### src/rtl/core/pbrd_pkg.sv
// Package for the PackBits row decoder: run command, position config,
// register indexes and constants. No dependencies.
package pbrd_pkg;

  localparam int unsigned QueueDepth = 4;

  localparam logic [7:0] NoopHeader  = 8'h80;
  localparam logic [8:0] RepeatBase  = 9'h101;

  typedef enum logic [1:0] {
    CfgRowBytes   = 2'd0,
    CfgRowTotal   = 2'd1,
    CfgPlaneTotal = 2'd2,
    CfgRleEnable  = 2'd3
  } cfg_idx_e;

  typedef enum logic [2:0] {
    PhHeader  = 3'b001,
    PhLiteral = 3'b010,
    PhRepeat  = 3'b100
  } phase_e;

  typedef struct packed {
    logic [7:0] value;
    logic [7:0] len;
    logic       done;
  } run_cmd_t;

  typedef struct packed {
    logic [15:0] row_bytes;
    logic [15:0] row_total;
    logic [1:0]  plane_total;
  } pos_cfg_t;

endpackage

### src/rtl/core/pbrd_byte_if.sv
// Input byte channel: valid/ready handshake with one data byte per beat.
// No dependencies.
interface pbrd_byte_if;
  logic       valid;
  logic       ready;
  logic [7:0] byte_in;

  modport source (output valid, output byte_in, input ready);
  modport sink   (input valid, input byte_in, output ready);
endinterface

### src/rtl/core/pbrd_run_if.sv
// Output run channel: valid/ready handshake with one decoded run per beat.
// No dependencies.
interface pbrd_run_if;
  logic        valid;
  logic        ready;
  logic [7:0]  value;
  logic [7:0]  run_length;
  logic [15:0] column;
  logic [15:0] row;
  logic [1:0]  plane;
  logic        row_end;
  logic        last;

  modport source (output valid, output value, output run_length, output column,
                  output row, output plane, output row_end, output last,
                  input ready);
  modport sink   (input valid, input value, input run_length, input column,
                  input row, input plane, input row_end, input last,
                  output ready);
endinterface

### src/rtl/core/pbrd_queue.sv
// Small flop FIFO of run commands between header parser and position tracker.
// Depends on pbrd_pkg.
module pbrd_queue import pbrd_pkg::*; #(
  parameter int unsigned Depth = QueueDepth
) (
  input  logic     clk_i,
  input  logic     rst_ni,
  input  logic     push_i,
  input  run_cmd_t data_i,
  output logic     full_o,
  input  logic     pop_i,
  output run_cmd_t data_o,
  output logic     empty_o
);

  localparam int unsigned PtrW = (Depth > 1) ? $clog2(Depth) : 1;
  localparam int unsigned CntW = $clog2(Depth + 1);

  run_cmd_t            mem_q [Depth];
  logic [PtrW-1:0]     wr_ptr_q, wr_ptr_d;
  logic [PtrW-1:0]     rd_ptr_q, rd_ptr_d;
  logic [CntW-1:0]     cnt_q, cnt_d;

  assign full_o  = (cnt_q == CntW'(Depth));
  assign empty_o = (cnt_q == '0);
  assign data_o  = mem_q[rd_ptr_q];

  always_comb begin
    wr_ptr_d = wr_ptr_q;
    rd_ptr_d = rd_ptr_q;
    cnt_d    = cnt_q;
    if (push_i) begin
      wr_ptr_d = (wr_ptr_q == PtrW'(Depth - 1)) ? '0 : wr_ptr_q + 1'b1;
    end
    if (pop_i) begin
      rd_ptr_d = (rd_ptr_q == PtrW'(Depth - 1)) ? '0 : rd_ptr_q + 1'b1;
    end
    if (push_i && !pop_i) begin
      cnt_d = cnt_q + 1'b1;
    end else if (!push_i && pop_i) begin
      cnt_d = cnt_q - 1'b1;
    end
  end

  always_ff @(posedge clk_i) begin
    if (push_i) begin
      mem_q[wr_ptr_q] <= data_i;
    end
  end

  always_ff @(posedge clk_i or negedge rst_ni) begin
    if (!rst_ni) begin
      wr_ptr_q <= '0;
      rd_ptr_q <= '0;
      cnt_q    <= '0;
    end else begin
      wr_ptr_q <= wr_ptr_d;
      rd_ptr_q <= rd_ptr_d;
      cnt_q    <= cnt_d;
    end
  end

  a_no_overflow: assert property (@(posedge clk_i) disable iff (!rst_ni)
    push_i |-> (!full_o || pop_i))
    else $error("queue push while full");

  a_no_underflow: assert property (@(posedge clk_i) disable iff (!rst_ni)
    pop_i |-> !empty_o)
    else $error("queue pop while empty");

endmodule

### src/rtl/core/pbrd_front.sv
// Header parser: takes input bytes, tracks PackBits phase and counts,
// and queues one run command per data byte. Depends on pbrd_pkg, pbrd_byte_if.
module pbrd_front import pbrd_pkg::*; (
  input  logic        clk_i,
  input  logic        rst_ni,
  input  logic        rle_en_i,
  pbrd_byte_if.sink   in_i,
  output logic        push_o,
  output run_cmd_t    cmd_o,
  input  logic        full_i
);

  phase_e     phase_q, phase_d;
  logic [7:0] lit_left_q, lit_left_d;
  logic [7:0] rep_cnt_q, rep_cnt_d;
  logic [7:0] lit_dec;
  logic       beat;
  logic       emit;

  assign in_i.ready = !full_i;
  assign beat       = in_i.valid && in_i.ready;
  assign lit_dec    = lit_left_q - 8'd1;
  assign push_o     = beat && emit;

  always_comb begin
    phase_d      = phase_q;
    lit_left_d   = lit_left_q;
    rep_cnt_d    = rep_cnt_q;
    emit         = 1'b0;
    cmd_o.value  = in_i.byte_in;
    cmd_o.len    = 8'd1;
    cmd_o.done   = 1'b1;
    if (!rle_en_i) begin
      phase_d    = PhHeader;
      lit_left_d = '0;
      rep_cnt_d  = '0;
      emit       = 1'b1;
    end else begin
      unique case (phase_q)
        PhLiteral: begin
          lit_left_d = lit_dec;
          emit       = 1'b1;
          cmd_o.done = (lit_dec == '0);
          if (lit_dec == '0) begin
            phase_d = PhHeader;
          end
        end
        PhRepeat: begin
          phase_d   = PhHeader;
          emit      = 1'b1;
          cmd_o.len = rep_cnt_q;
        end
        PhHeader: begin
          if (in_i.byte_in < NoopHeader) begin
            lit_left_d = in_i.byte_in + 8'd1;
            phase_d    = PhLiteral;
          end else if (in_i.byte_in > NoopHeader) begin
            rep_cnt_d = 8'(RepeatBase - {1'b0, in_i.byte_in});
            phase_d   = PhRepeat;
          end
        end
        default: begin
          phase_d = PhHeader;
        end
      endcase
    end
  end

  always_ff @(posedge clk_i or negedge rst_ni) begin
    if (!rst_ni) begin
      phase_q    <= PhHeader;
      lit_left_q <= '0;
      rep_cnt_q  <= '0;
    end else if (beat) begin
      phase_q    <= phase_d;
      lit_left_q <= lit_left_d;
      rep_cnt_q  <= rep_cnt_d;
    end
  end

  a_lit_nonzero: assert property (@(posedge clk_i) disable iff (!rst_ni)
    (phase_q == PhLiteral) |-> (lit_left_q != '0))
    else $error("literal phase with empty count");

endmodule

### src/rtl/core/pbrd_back.sv
// Position tracker: pops run commands, advances column/row/plane and holds
// the result in an output register. Depends on pbrd_pkg, pbrd_run_if.
module pbrd_back import pbrd_pkg::*; (
  input  logic        clk_i,
  input  logic        rst_ni,
  input  pos_cfg_t    cfg_i,
  input  logic        empty_i,
  input  run_cmd_t    cmd_i,
  output logic        pop_o,
  pbrd_run_if.source  out_o
);

  logic [16:0] col_q, col_d;
  logic [15:0] row_q, row_d;
  logic [1:0]  plane_q, plane_d;

  logic        valid_q;
  logic [7:0]  value_q, len_q;
  logic [15:0] ocol_q, orow_q;
  logic [1:0]  oplane_q;
  logic        row_end_q, last_q;

  logic [16:0] col_sum;
  logic [15:0] row_inc, rows;
  logic [1:0]  plane_inc, planes;
  logic        end_d, last_d;

  assign pop_o     = !empty_i && (!valid_q || out_o.ready);
  assign col_sum   = col_q + {9'd0, cmd_i.len};
  assign row_inc   = row_q + 16'd1;
  assign plane_inc = plane_q + 2'd1;
  assign rows      = (cfg_i.row_total == '0) ? 16'd1 : cfg_i.row_total;
  assign planes    = (cfg_i.plane_total == '0) ? 2'd1 : cfg_i.plane_total;

  always_comb begin
    col_d   = col_sum;
    row_d   = row_q;
    plane_d = plane_q;
    end_d   = 1'b0;
    last_d  = 1'b0;
    if (cmd_i.done && (col_sum >= {1'b0, cfg_i.row_bytes})) begin
      end_d = 1'b1;
      col_d = '0;
      row_d = row_inc;
      if (row_inc >= rows) begin
        row_d   = '0;
        plane_d = plane_inc;
        if (plane_inc >= planes) begin
          plane_d = '0;
          last_d  = 1'b1;
        end
      end
    end
  end

  always_ff @(posedge clk_i or negedge rst_ni) begin
    if (!rst_ni) begin
      col_q   <= '0;
      row_q   <= '0;
      plane_q <= '0;
      valid_q <= 1'b0;
    end else begin
      if (pop_o) begin
        col_q   <= col_d;
        row_q   <= row_d;
        plane_q <= plane_d;
        valid_q <= 1'b1;
      end else if (out_o.ready) begin
        valid_q <= 1'b0;
      end
    end
  end

  always_ff @(posedge clk_i) begin
    if (pop_o) begin
      value_q   <= cmd_i.value;
      len_q     <= cmd_i.len;
      ocol_q    <= col_q[15:0];
      orow_q    <= row_q;
      oplane_q  <= plane_q;
      row_end_q <= end_d;
      last_q    <= last_d;
    end
  end

  assign out_o.valid      = valid_q;
  assign out_o.value      = value_q;
  assign out_o.run_length = len_q;
  assign out_o.column     = ocol_q;
  assign out_o.row        = orow_q;
  assign out_o.plane      = oplane_q;
  assign out_o.row_end    = row_end_q;
  assign out_o.last       = last_q;

  a_last_ends_row: assert property (@(posedge clk_i) disable iff (!rst_ni)
    (valid_q && last_q) |-> row_end_q)
    else $error("last without row end");

  a_row_end_resets: assert property (@(posedge clk_i) disable iff (!rst_ni)
    (pop_o && end_d) |=> (col_q == '0))
    else $error("column not cleared at row end");

endmodule

### src/rtl/core/packbits_row_decoder.sv
// PackBits row decoder, top level. Takes one byte per beat and returns one run
// beat per data byte (raw bytes, literal bytes, repeat values); header bytes
// give no beat. While the output side takes every run beat, the sustained
// rate is one byte per cycle, set by the column/row/plane update in the back
// end; an accepted data byte is written into the queue and then into the
// output register before it shows up as a result. A QueueDepth-entry queue
// decouples the header parser from the output side.
// Configuration writes take effect at the next edge and belong to idle times.
module packbits_row_decoder import pbrd_pkg::*; #(
  parameter int unsigned QueueDepth_p = QueueDepth
) (
  input  logic        clk_i,
  input  logic        rst_ni,
  input  logic        cfg_we_i,
  input  logic [1:0]  cfg_idx_i,
  input  logic [15:0] cfg_data_i,
  pbrd_byte_if.sink   in_i,
  pbrd_run_if.source  out_o
);

  pos_cfg_t cfg_q;
  logic     rle_en_q;
  logic     push, pop, full, empty;
  run_cmd_t push_cmd, pop_cmd;

  always_ff @(posedge clk_i or negedge rst_ni) begin
    if (!rst_ni) begin
      cfg_q.row_bytes   <= 16'd1;
      cfg_q.row_total   <= 16'd1;
      cfg_q.plane_total <= 2'd1;
      rle_en_q          <= 1'b0;
    end else if (cfg_we_i) begin
      unique case (cfg_idx_e'(cfg_idx_i))
        CfgRowBytes:   cfg_q.row_bytes   <= cfg_data_i;
        CfgRowTotal:   cfg_q.row_total   <= cfg_data_i;
        CfgPlaneTotal: cfg_q.plane_total <= cfg_data_i[1:0];
        CfgRleEnable:  rle_en_q          <= cfg_data_i[0];
      endcase
    end
  end

  pbrd_front u_front (
    .clk_i    (clk_i),
    .rst_ni   (rst_ni),
    .rle_en_i (rle_en_q),
    .in_i     (in_i),
    .push_o   (push),
    .cmd_o    (push_cmd),
    .full_i   (full)
  );

  pbrd_queue #(
    .Depth (QueueDepth_p)
  ) u_queue (
    .clk_i   (clk_i),
    .rst_ni  (rst_ni),
    .push_i  (push),
    .data_i  (push_cmd),
    .full_o  (full),
    .pop_i   (pop),
    .data_o  (pop_cmd),
    .empty_o (empty)
  );

  pbrd_back u_back (
    .clk_i   (clk_i),
    .rst_ni  (rst_ni),
    .cfg_i   (cfg_q),
    .empty_i (empty),
    .cmd_i   (pop_cmd),
    .pop_o   (pop),
    .out_o   (out_o)
  );

endmodule

### src/flat_wrapper.sv
// flat-port wrapper written by rule: the top's interface ports become plain ports
module packbits_row_decoder_flat import pbrd_pkg::*;
#(
  parameter int unsigned QueueDepth_p = QueueDepth
)
  (clk_i, rst_ni, cfg_we_i, cfg_idx_i, cfg_data_i, in_i_valid, in_i_byte_in, in_i_ready, out_o_valid, out_o_value, out_o_run_length, out_o_column, out_o_row, out_o_plane, out_o_row_end, out_o_last, out_o_ready);
  pbrd_byte_if in_i_i ();
  pbrd_run_if out_o_i ();
  input  logic clk_i;
  input  logic rst_ni;
  input  logic cfg_we_i;
  input  logic [1:0] cfg_idx_i;
  input  logic [15:0] cfg_data_i;
  input wire logic [$bits(in_i_i.valid)-1:0] in_i_valid;
  input wire logic [$bits(in_i_i.byte_in)-1:0] in_i_byte_in;
  output wire logic [$bits(in_i_i.ready)-1:0] in_i_ready;
  output wire logic [$bits(out_o_i.valid)-1:0] out_o_valid;
  output wire logic [$bits(out_o_i.value)-1:0] out_o_value;
  output wire logic [$bits(out_o_i.run_length)-1:0] out_o_run_length;
  output wire logic [$bits(out_o_i.column)-1:0] out_o_column;
  output wire logic [$bits(out_o_i.row)-1:0] out_o_row;
  output wire logic [$bits(out_o_i.plane)-1:0] out_o_plane;
  output wire logic [$bits(out_o_i.row_end)-1:0] out_o_row_end;
  output wire logic [$bits(out_o_i.last)-1:0] out_o_last;
  input wire logic [$bits(out_o_i.ready)-1:0] out_o_ready;
  assign in_i_i.valid = in_i_valid;
  assign in_i_i.byte_in = in_i_byte_in;
  assign in_i_ready = in_i_i.ready;
  assign out_o_valid = out_o_i.valid;
  assign out_o_value = out_o_i.value;
  assign out_o_run_length = out_o_i.run_length;
  assign out_o_column = out_o_i.column;
  assign out_o_row = out_o_i.row;
  assign out_o_plane = out_o_i.plane;
  assign out_o_row_end = out_o_i.row_end;
  assign out_o_last = out_o_i.last;
  assign out_o_i.ready = out_o_ready;
  packbits_row_decoder #(.QueueDepth_p(QueueDepth_p)) u_core (.clk_i(clk_i), .rst_ni(rst_ni), .cfg_we_i(cfg_we_i), .cfg_idx_i(cfg_idx_i), .cfg_data_i(cfg_data_i), .in_i(in_i_i), .out_o(out_o_i));
endmodule
### config.mk
export PLATFORM = sky130hd
export DESIGN_NAME = packbits_row_decoder_flat
export DESIGN_NICKNAME = d
export VERILOG_FILES = /design/src/rtl/core/pbrd_pkg.sv /design/src/rtl/core/pbrd_byte_if.sv /design/src/rtl/core/pbrd_run_if.sv /design/src/rtl/core/pbrd_queue.sv /design/src/rtl/core/pbrd_front.sv /design/src/rtl/core/pbrd_back.sv /design/src/rtl/core/packbits_row_decoder.sv /design/src/flat_wrapper.sv
export SDC_FILE = /design/constraint.sdc
export NUM_CORES = 1
export LEC_CHECK = 0
export BUFFER_PORTS_ARGS = -buffer_cell sky130_fd_sc_hd__buf_4
export CORE_MARGIN = 5
export CORE_UTILIZATION = 54
export DETAILED_ROUTE_END_ITERATION = 6
export GPL_TIMING_DRIVEN = 0
export HOLD_SLACK_MARGIN = 0.06
export PLACE_DENSITY = 0.82
export REMOVE_ABC_BUFFERS = 1
export SLEW_MARGIN = 20
export SYNTH_ARGS = -nofsm -noshare
export SYNTH_HDL_FRONTEND = slang
export SYNTH_HIERARCHICAL = 1
export SYNTH_SLANG_ARGS = --single-unit
### constraint.sdc
create_clock -name clk_i -period 4.5 [get_ports clk_i]
set_input_delay 0.225 -clock clk_i [delete_from_list [all_inputs] [get_ports clk_i]]
set_output_delay 0.225 -clock clk_i [all_outputs]
set_load 0.02 [all_outputs]
==> results.yml <==
clock_tree:
  cell_chosen_for_the_clock_root: "sky130_fd_sc_hd__clkbuf_16"
  htree_num_levels: 1
  cts_tree: "yes"
  cts.clk_slew.worst_paths_ns: 0.06
  count_of_clock_tree_sinks: 217
  insertion_delay_ns: 0.51
  cts.path.max_buffers: 3
  numCtsBuffers: 24
placement:
  numPortBuffers: 84
  cell_count_after_placement: 1128
  gp_congestion: 0.859
  dpl.hpwl_um: 14300
logic_synthesis:
  synth.ff_latch_count: 217
  total_number_of_yosys_warnings: 6
  synth-edff-count: 120
  post_synth_inst_count: 809
  synth.distinct_cells: 82
  synthesis.area_mm2: 0.0107
  combinational_family_with_the_most_area_after_synthesis: "simple AND/OR/NAND/NOR gates"
  seq_area_frac_synth: 0.566
  syn_area_per_cell_um2: 13.2
  synth_compound_area_frac: 0.0942
  synth_top_flop_cell: "sky130_fd_sc_hd__edfxtp_1"
  simple_gate_share_of_the_synthesized_area: 0.108
  synth_fa_ha_area_frac: 0.0671
  synth_mux_area_frac: 0.0854
  synth_async_sr_flop_share: 0.447
  synthXorXnorAreaFrac: 0.0362
setup_path:
  timing.critical_path.cells: "buf_4 -> mux4_2 -> ha_4 -> o211ai_1 -> a21oi_4 -> nor2_4 -> o21ai_4 -> buf_6 -> nand3_2 -> xor2_2 -> inv_1 -> ha_4 -> nand4_1 -> nor4_1 -> a211oi_1 -> o31a_1 -> a21boi_4 -> buf_4 -> nand3b_1 -> o2bb2ai_2"
  worstSetupEndpointType: "flop"
  critical_path_buf_inv_count: 4
  worst_path_dominant_cell_family: "compound AO/OA/AOI/OAI gates"
  crit_required_ns: 4.88
  timing.critical_path.from_type: "flop"
  worstSetupPathType: "flop to flop"
  worstPathArrival_ns: 4.82
  worst_path_largest_cell_delay_ns: 0.56
  worst_path_max_delay_cell: "sky130_fd_sc_hd__mux4_2"
  cp_max_fo: 8
sta:
  slew_viol_final: 0
  final.min_clock_period_ns: 4.44
  report.final.hold_viol_count: 0
  worst_slew_pin_slew_ns: 1.13
  hold-worst-slack_ns: 0.112
  slew_headroom: 0.248
  clock-skew-final_ns: 0.0140
  finalSetupViolations: 0
  clock.fmax_ghz: 0.225
  share_of_the_clock_period_used_by_the_worst_path: 0.986
  setup-tns-final_ns: 0
  grt_setup_unrepaired: "yes"
final_layout:
  synthToLayoutAreaGrowth_pct: 21.5
  seqCellArea_mm2: 0.00604
  n_fill_cell: 1321
  layout.cells.non_filler: 1227
  multi_input_area_mm2: 0.00443
  drive_above_1_share: 0.279
  antenna_cells: 0
  final_net_count: 1031
pwr:
  power-per-cell-area_mw_per_mm2: 671
  comb_power_share: 0.429
  power.share.switching: 0.368
  power.sequential.fraction: 0.356
  max-vdd-ir-drop_uv: 403
  static-leakage-power_nw: 5.36
  switching_power_mw: 3.20
  power_frac_clock: 0.215
  cellInternalPower_mw: 5.50
die:
  boundaryPins: 85
  floorplan.rows: 51
  die_height_um: 151
  fp.dieArea_mm2: 0.0227
  core_mm2: 0.0195
  starting_density: 0.548
  floorplan.die.width_um: 151
global_route:
  grt_first_pass_wirelength_um: 36600
  gr-usage-all-layers: 0.204
  global_route.overflow_total: 0
  grt_max_degree: 98
  grt_pass1_vias: 7028
  grt_antenna_before_repair: 0
detailed_routing:
  post_drt_via_cell_ratio: 5.70
  detail_route.drc_violations: 0
  routed_wire_length_per_instance_um: 18.8
  initialDrtViolationCount: 403
  detailedRoute.firstPassIterationCount: 5
  wirelength_um: 23100
  num_vias: 7000
  drtAntennaViolNets: 0
run_status:
  outcome: "completed"
run:
  max-cap-violations: 0
min_path:
  worstHoldPathType: "input pin to flop"
## kinds of logic after synthesis
group	count (synthesis)
simple gates	204
compound gates	135
buf+inv	95
mux	60
xor+xnor	42
fa+ha+maj	56
flops	217
## synth_stat cells, drive strengths merged, types with 19 or more instances
library cell	instances	area [um2]
o21ai	39	203
buf	21	173
edfxtp	120	3600
ha	54	676
mux2	42	484
xnor2	19	185
nor2	24	109
xor2	23	201
nand2	48	180
inv	64	240
dfrtp	93	2330
nand3	20	105
## routing by layer
layer,vias to the layer above,track usage,wire (um)
met5,-,0,0
met4,0,0.0598,640
met3,59,0.0385,1390
met2,240,0.348,11700
met1,3445,0.267,9320
li1,3256,-,-
## power by group through the flow
stage | logic (mW) | clock network (mW) | registers (mW)
floorplan | 1.99 | 0 | 3.23
global placement | 2.94 | 0 | 3.11
detailed placement | 3.07 | 0 | 3.12
CTS | 3.34 | 1.91 | 3.08
global route | 4.08 | 2.01 | 3.16
finish | 3.73 | 1.87 | 3.10
## registers in the layout, indices dropped and copies added, names as in the netlist, 2 cells and up
signal                          count
u_core/u_queue/rd_ptr_q             2
u_core/u_back/out_o.run_length      8
u_core/u_back/out_o.value           8
u_core/u_front/phase_q              3
u_core/u_front/lit_left_q           8
u_core/cfg_q                       34
u_core/u_queue/cnt_q                3
u_core/u_queue/wr_ptr_q             2
u_core/u_back/plane_q               2
u_core/u_front/rep_cnt_q            8
u_core/u_back/out_o.row            16
u_core/u_queue/mem_q               68
u_core/u_back/row_q                16
u_core/u_back/out_o.column         16
u_core/u_back/out_o.plane           2
u_core/u_back/col_q                17
## worst paths after layout
check / from / cells after the start / slack, ns / end
max in group asynchronous: rst_ni / 2 / 3.36 / u_core/u_queue/rd_ptr_q[1]$_DFFE_PN0P_
setup reg to reg: u_core/u_queue/rd_ptr_q[0]$_DFFE_PN0P_ / 20 / 0.06 / u_core/u_back/plane_q[1]$_DFFE_PN0P_
min in group asynchronous: rst_ni / 2 / 0.39 / u_core/u_back/plane_q[1]$_DFFE_PN0P_
hold / removal: cfg_idx_i[1] / 3 / 0.11 / u_core/rle_en_q$_DFFE_PN0P_
hold reg to reg: u_core/u_back/col_q[6]$_DFFE_PN0P_ / 0 / 0.50 / u_core/u_back/out_o.column[6]$_DFFE_PP_
setup / recovery: u_core/u_queue/rd_ptr_q[0]$_DFFE_PN0P_ / 20 / 0.06 / u_core/u_back/plane_q[1]$_DFFE_PN0P_
## worst reg2reg max path: cells and delay by family (launching register included)
family | cells | cell delay [ns]
xor gates and xnor gates | 1 | 0.18
and+or+nand+nor | 5 | 0.68
buffers and inverters | 4 | 0.55
adders and majority gates | 2 | 0.59
muxes | 1 | 0.56
DFF | 1 | 0.50
AOI/OAI and AO/OA | 7 | 1.26
## cell type report
class,instances,share of cell area
clock buffers,28,0.0499
clock inverters,16,0.00927
inverters,64,0.0187
multi-input cells,497,0.341
flip-flops and latches,217,0.466
well taps,265,0.0256
repair buffers,140,0.0888
## repair_timing
item	4_1_cts	5_1_grt
gates resized for setup	16	37
endpoints found under the hold margin	162	0
hold buffers	26	0
pin swaps	10	19
setup endpoints to repair	36	36
setup buffers	22	7
## layout by cell type (no fill, tap or decap), types with 6 or more instances in the layout
cell type and n:
sky130_fd_sc_hd__o21ai_1 6, sky130_fd_sc_hd__nor2b_1 10, sky130_fd_sc_hd__nor3_1 13, sky130_fd_sc_hd__mux2_2 38, sky130_fd_sc_hd__nand4_1 10, sky130_fd_sc_hd__ha_1 44, sky130_fd_sc_hd__dlygate4sd3_1 26, sky130_fd_sc_hd__mux4_2 11
sky130_fd_sc_hd__clkbuf_16 25, sky130_fd_sc_hd__buf_6 6, sky130_fd_sc_hd__nand2_1 46, sky130_fd_sc_hd__edfxtp_1 120, sky130_fd_sc_hd__a21o_1 6, sky130_fd_sc_hd__buf_4 107, sky130_fd_sc_hd__o31ai_1 9, sky130_fd_sc_hd__a21oi_1 13
sky130_fd_sc_hd__nand2b_1 16, sky130_fd_sc_hd__and3_1 6, sky130_fd_sc_hd__xor2_1 22, sky130_fd_sc_hd__inv_1 61, sky130_fd_sc_hd__xnor2_1 17, sky130_fd_sc_hd__and2_1 15, sky130_fd_sc_hd__o22ai_1 7, sky130_fd_sc_hd__mux4_1 6
sky130_fd_sc_hd__ha_4 10, sky130_fd_sc_hd__nor2_1 18, sky130_fd_sc_hd__a22o_1 15, sky130_fd_sc_hd__o21ai_0 30, sky130_fd_sc_hd__dfrtp_1 91, sky130_fd_sc_hd__nand3_1 17
## through the flow
step                 util  cell area [um2]  setup WS (ns)  power, mW
floorplan               -            10500         -0.277       5.22
detailed placement  0.588            11400          -1.12       6.19
global route        0.666            13000         -0.124       9.25
CTS                 0.653            12700         0.0230       8.33
finish              0.666            13000         0.0608       8.70
global placement    0.586            11400          -1.01       6.05
Power figures use the tool's default switching activity.
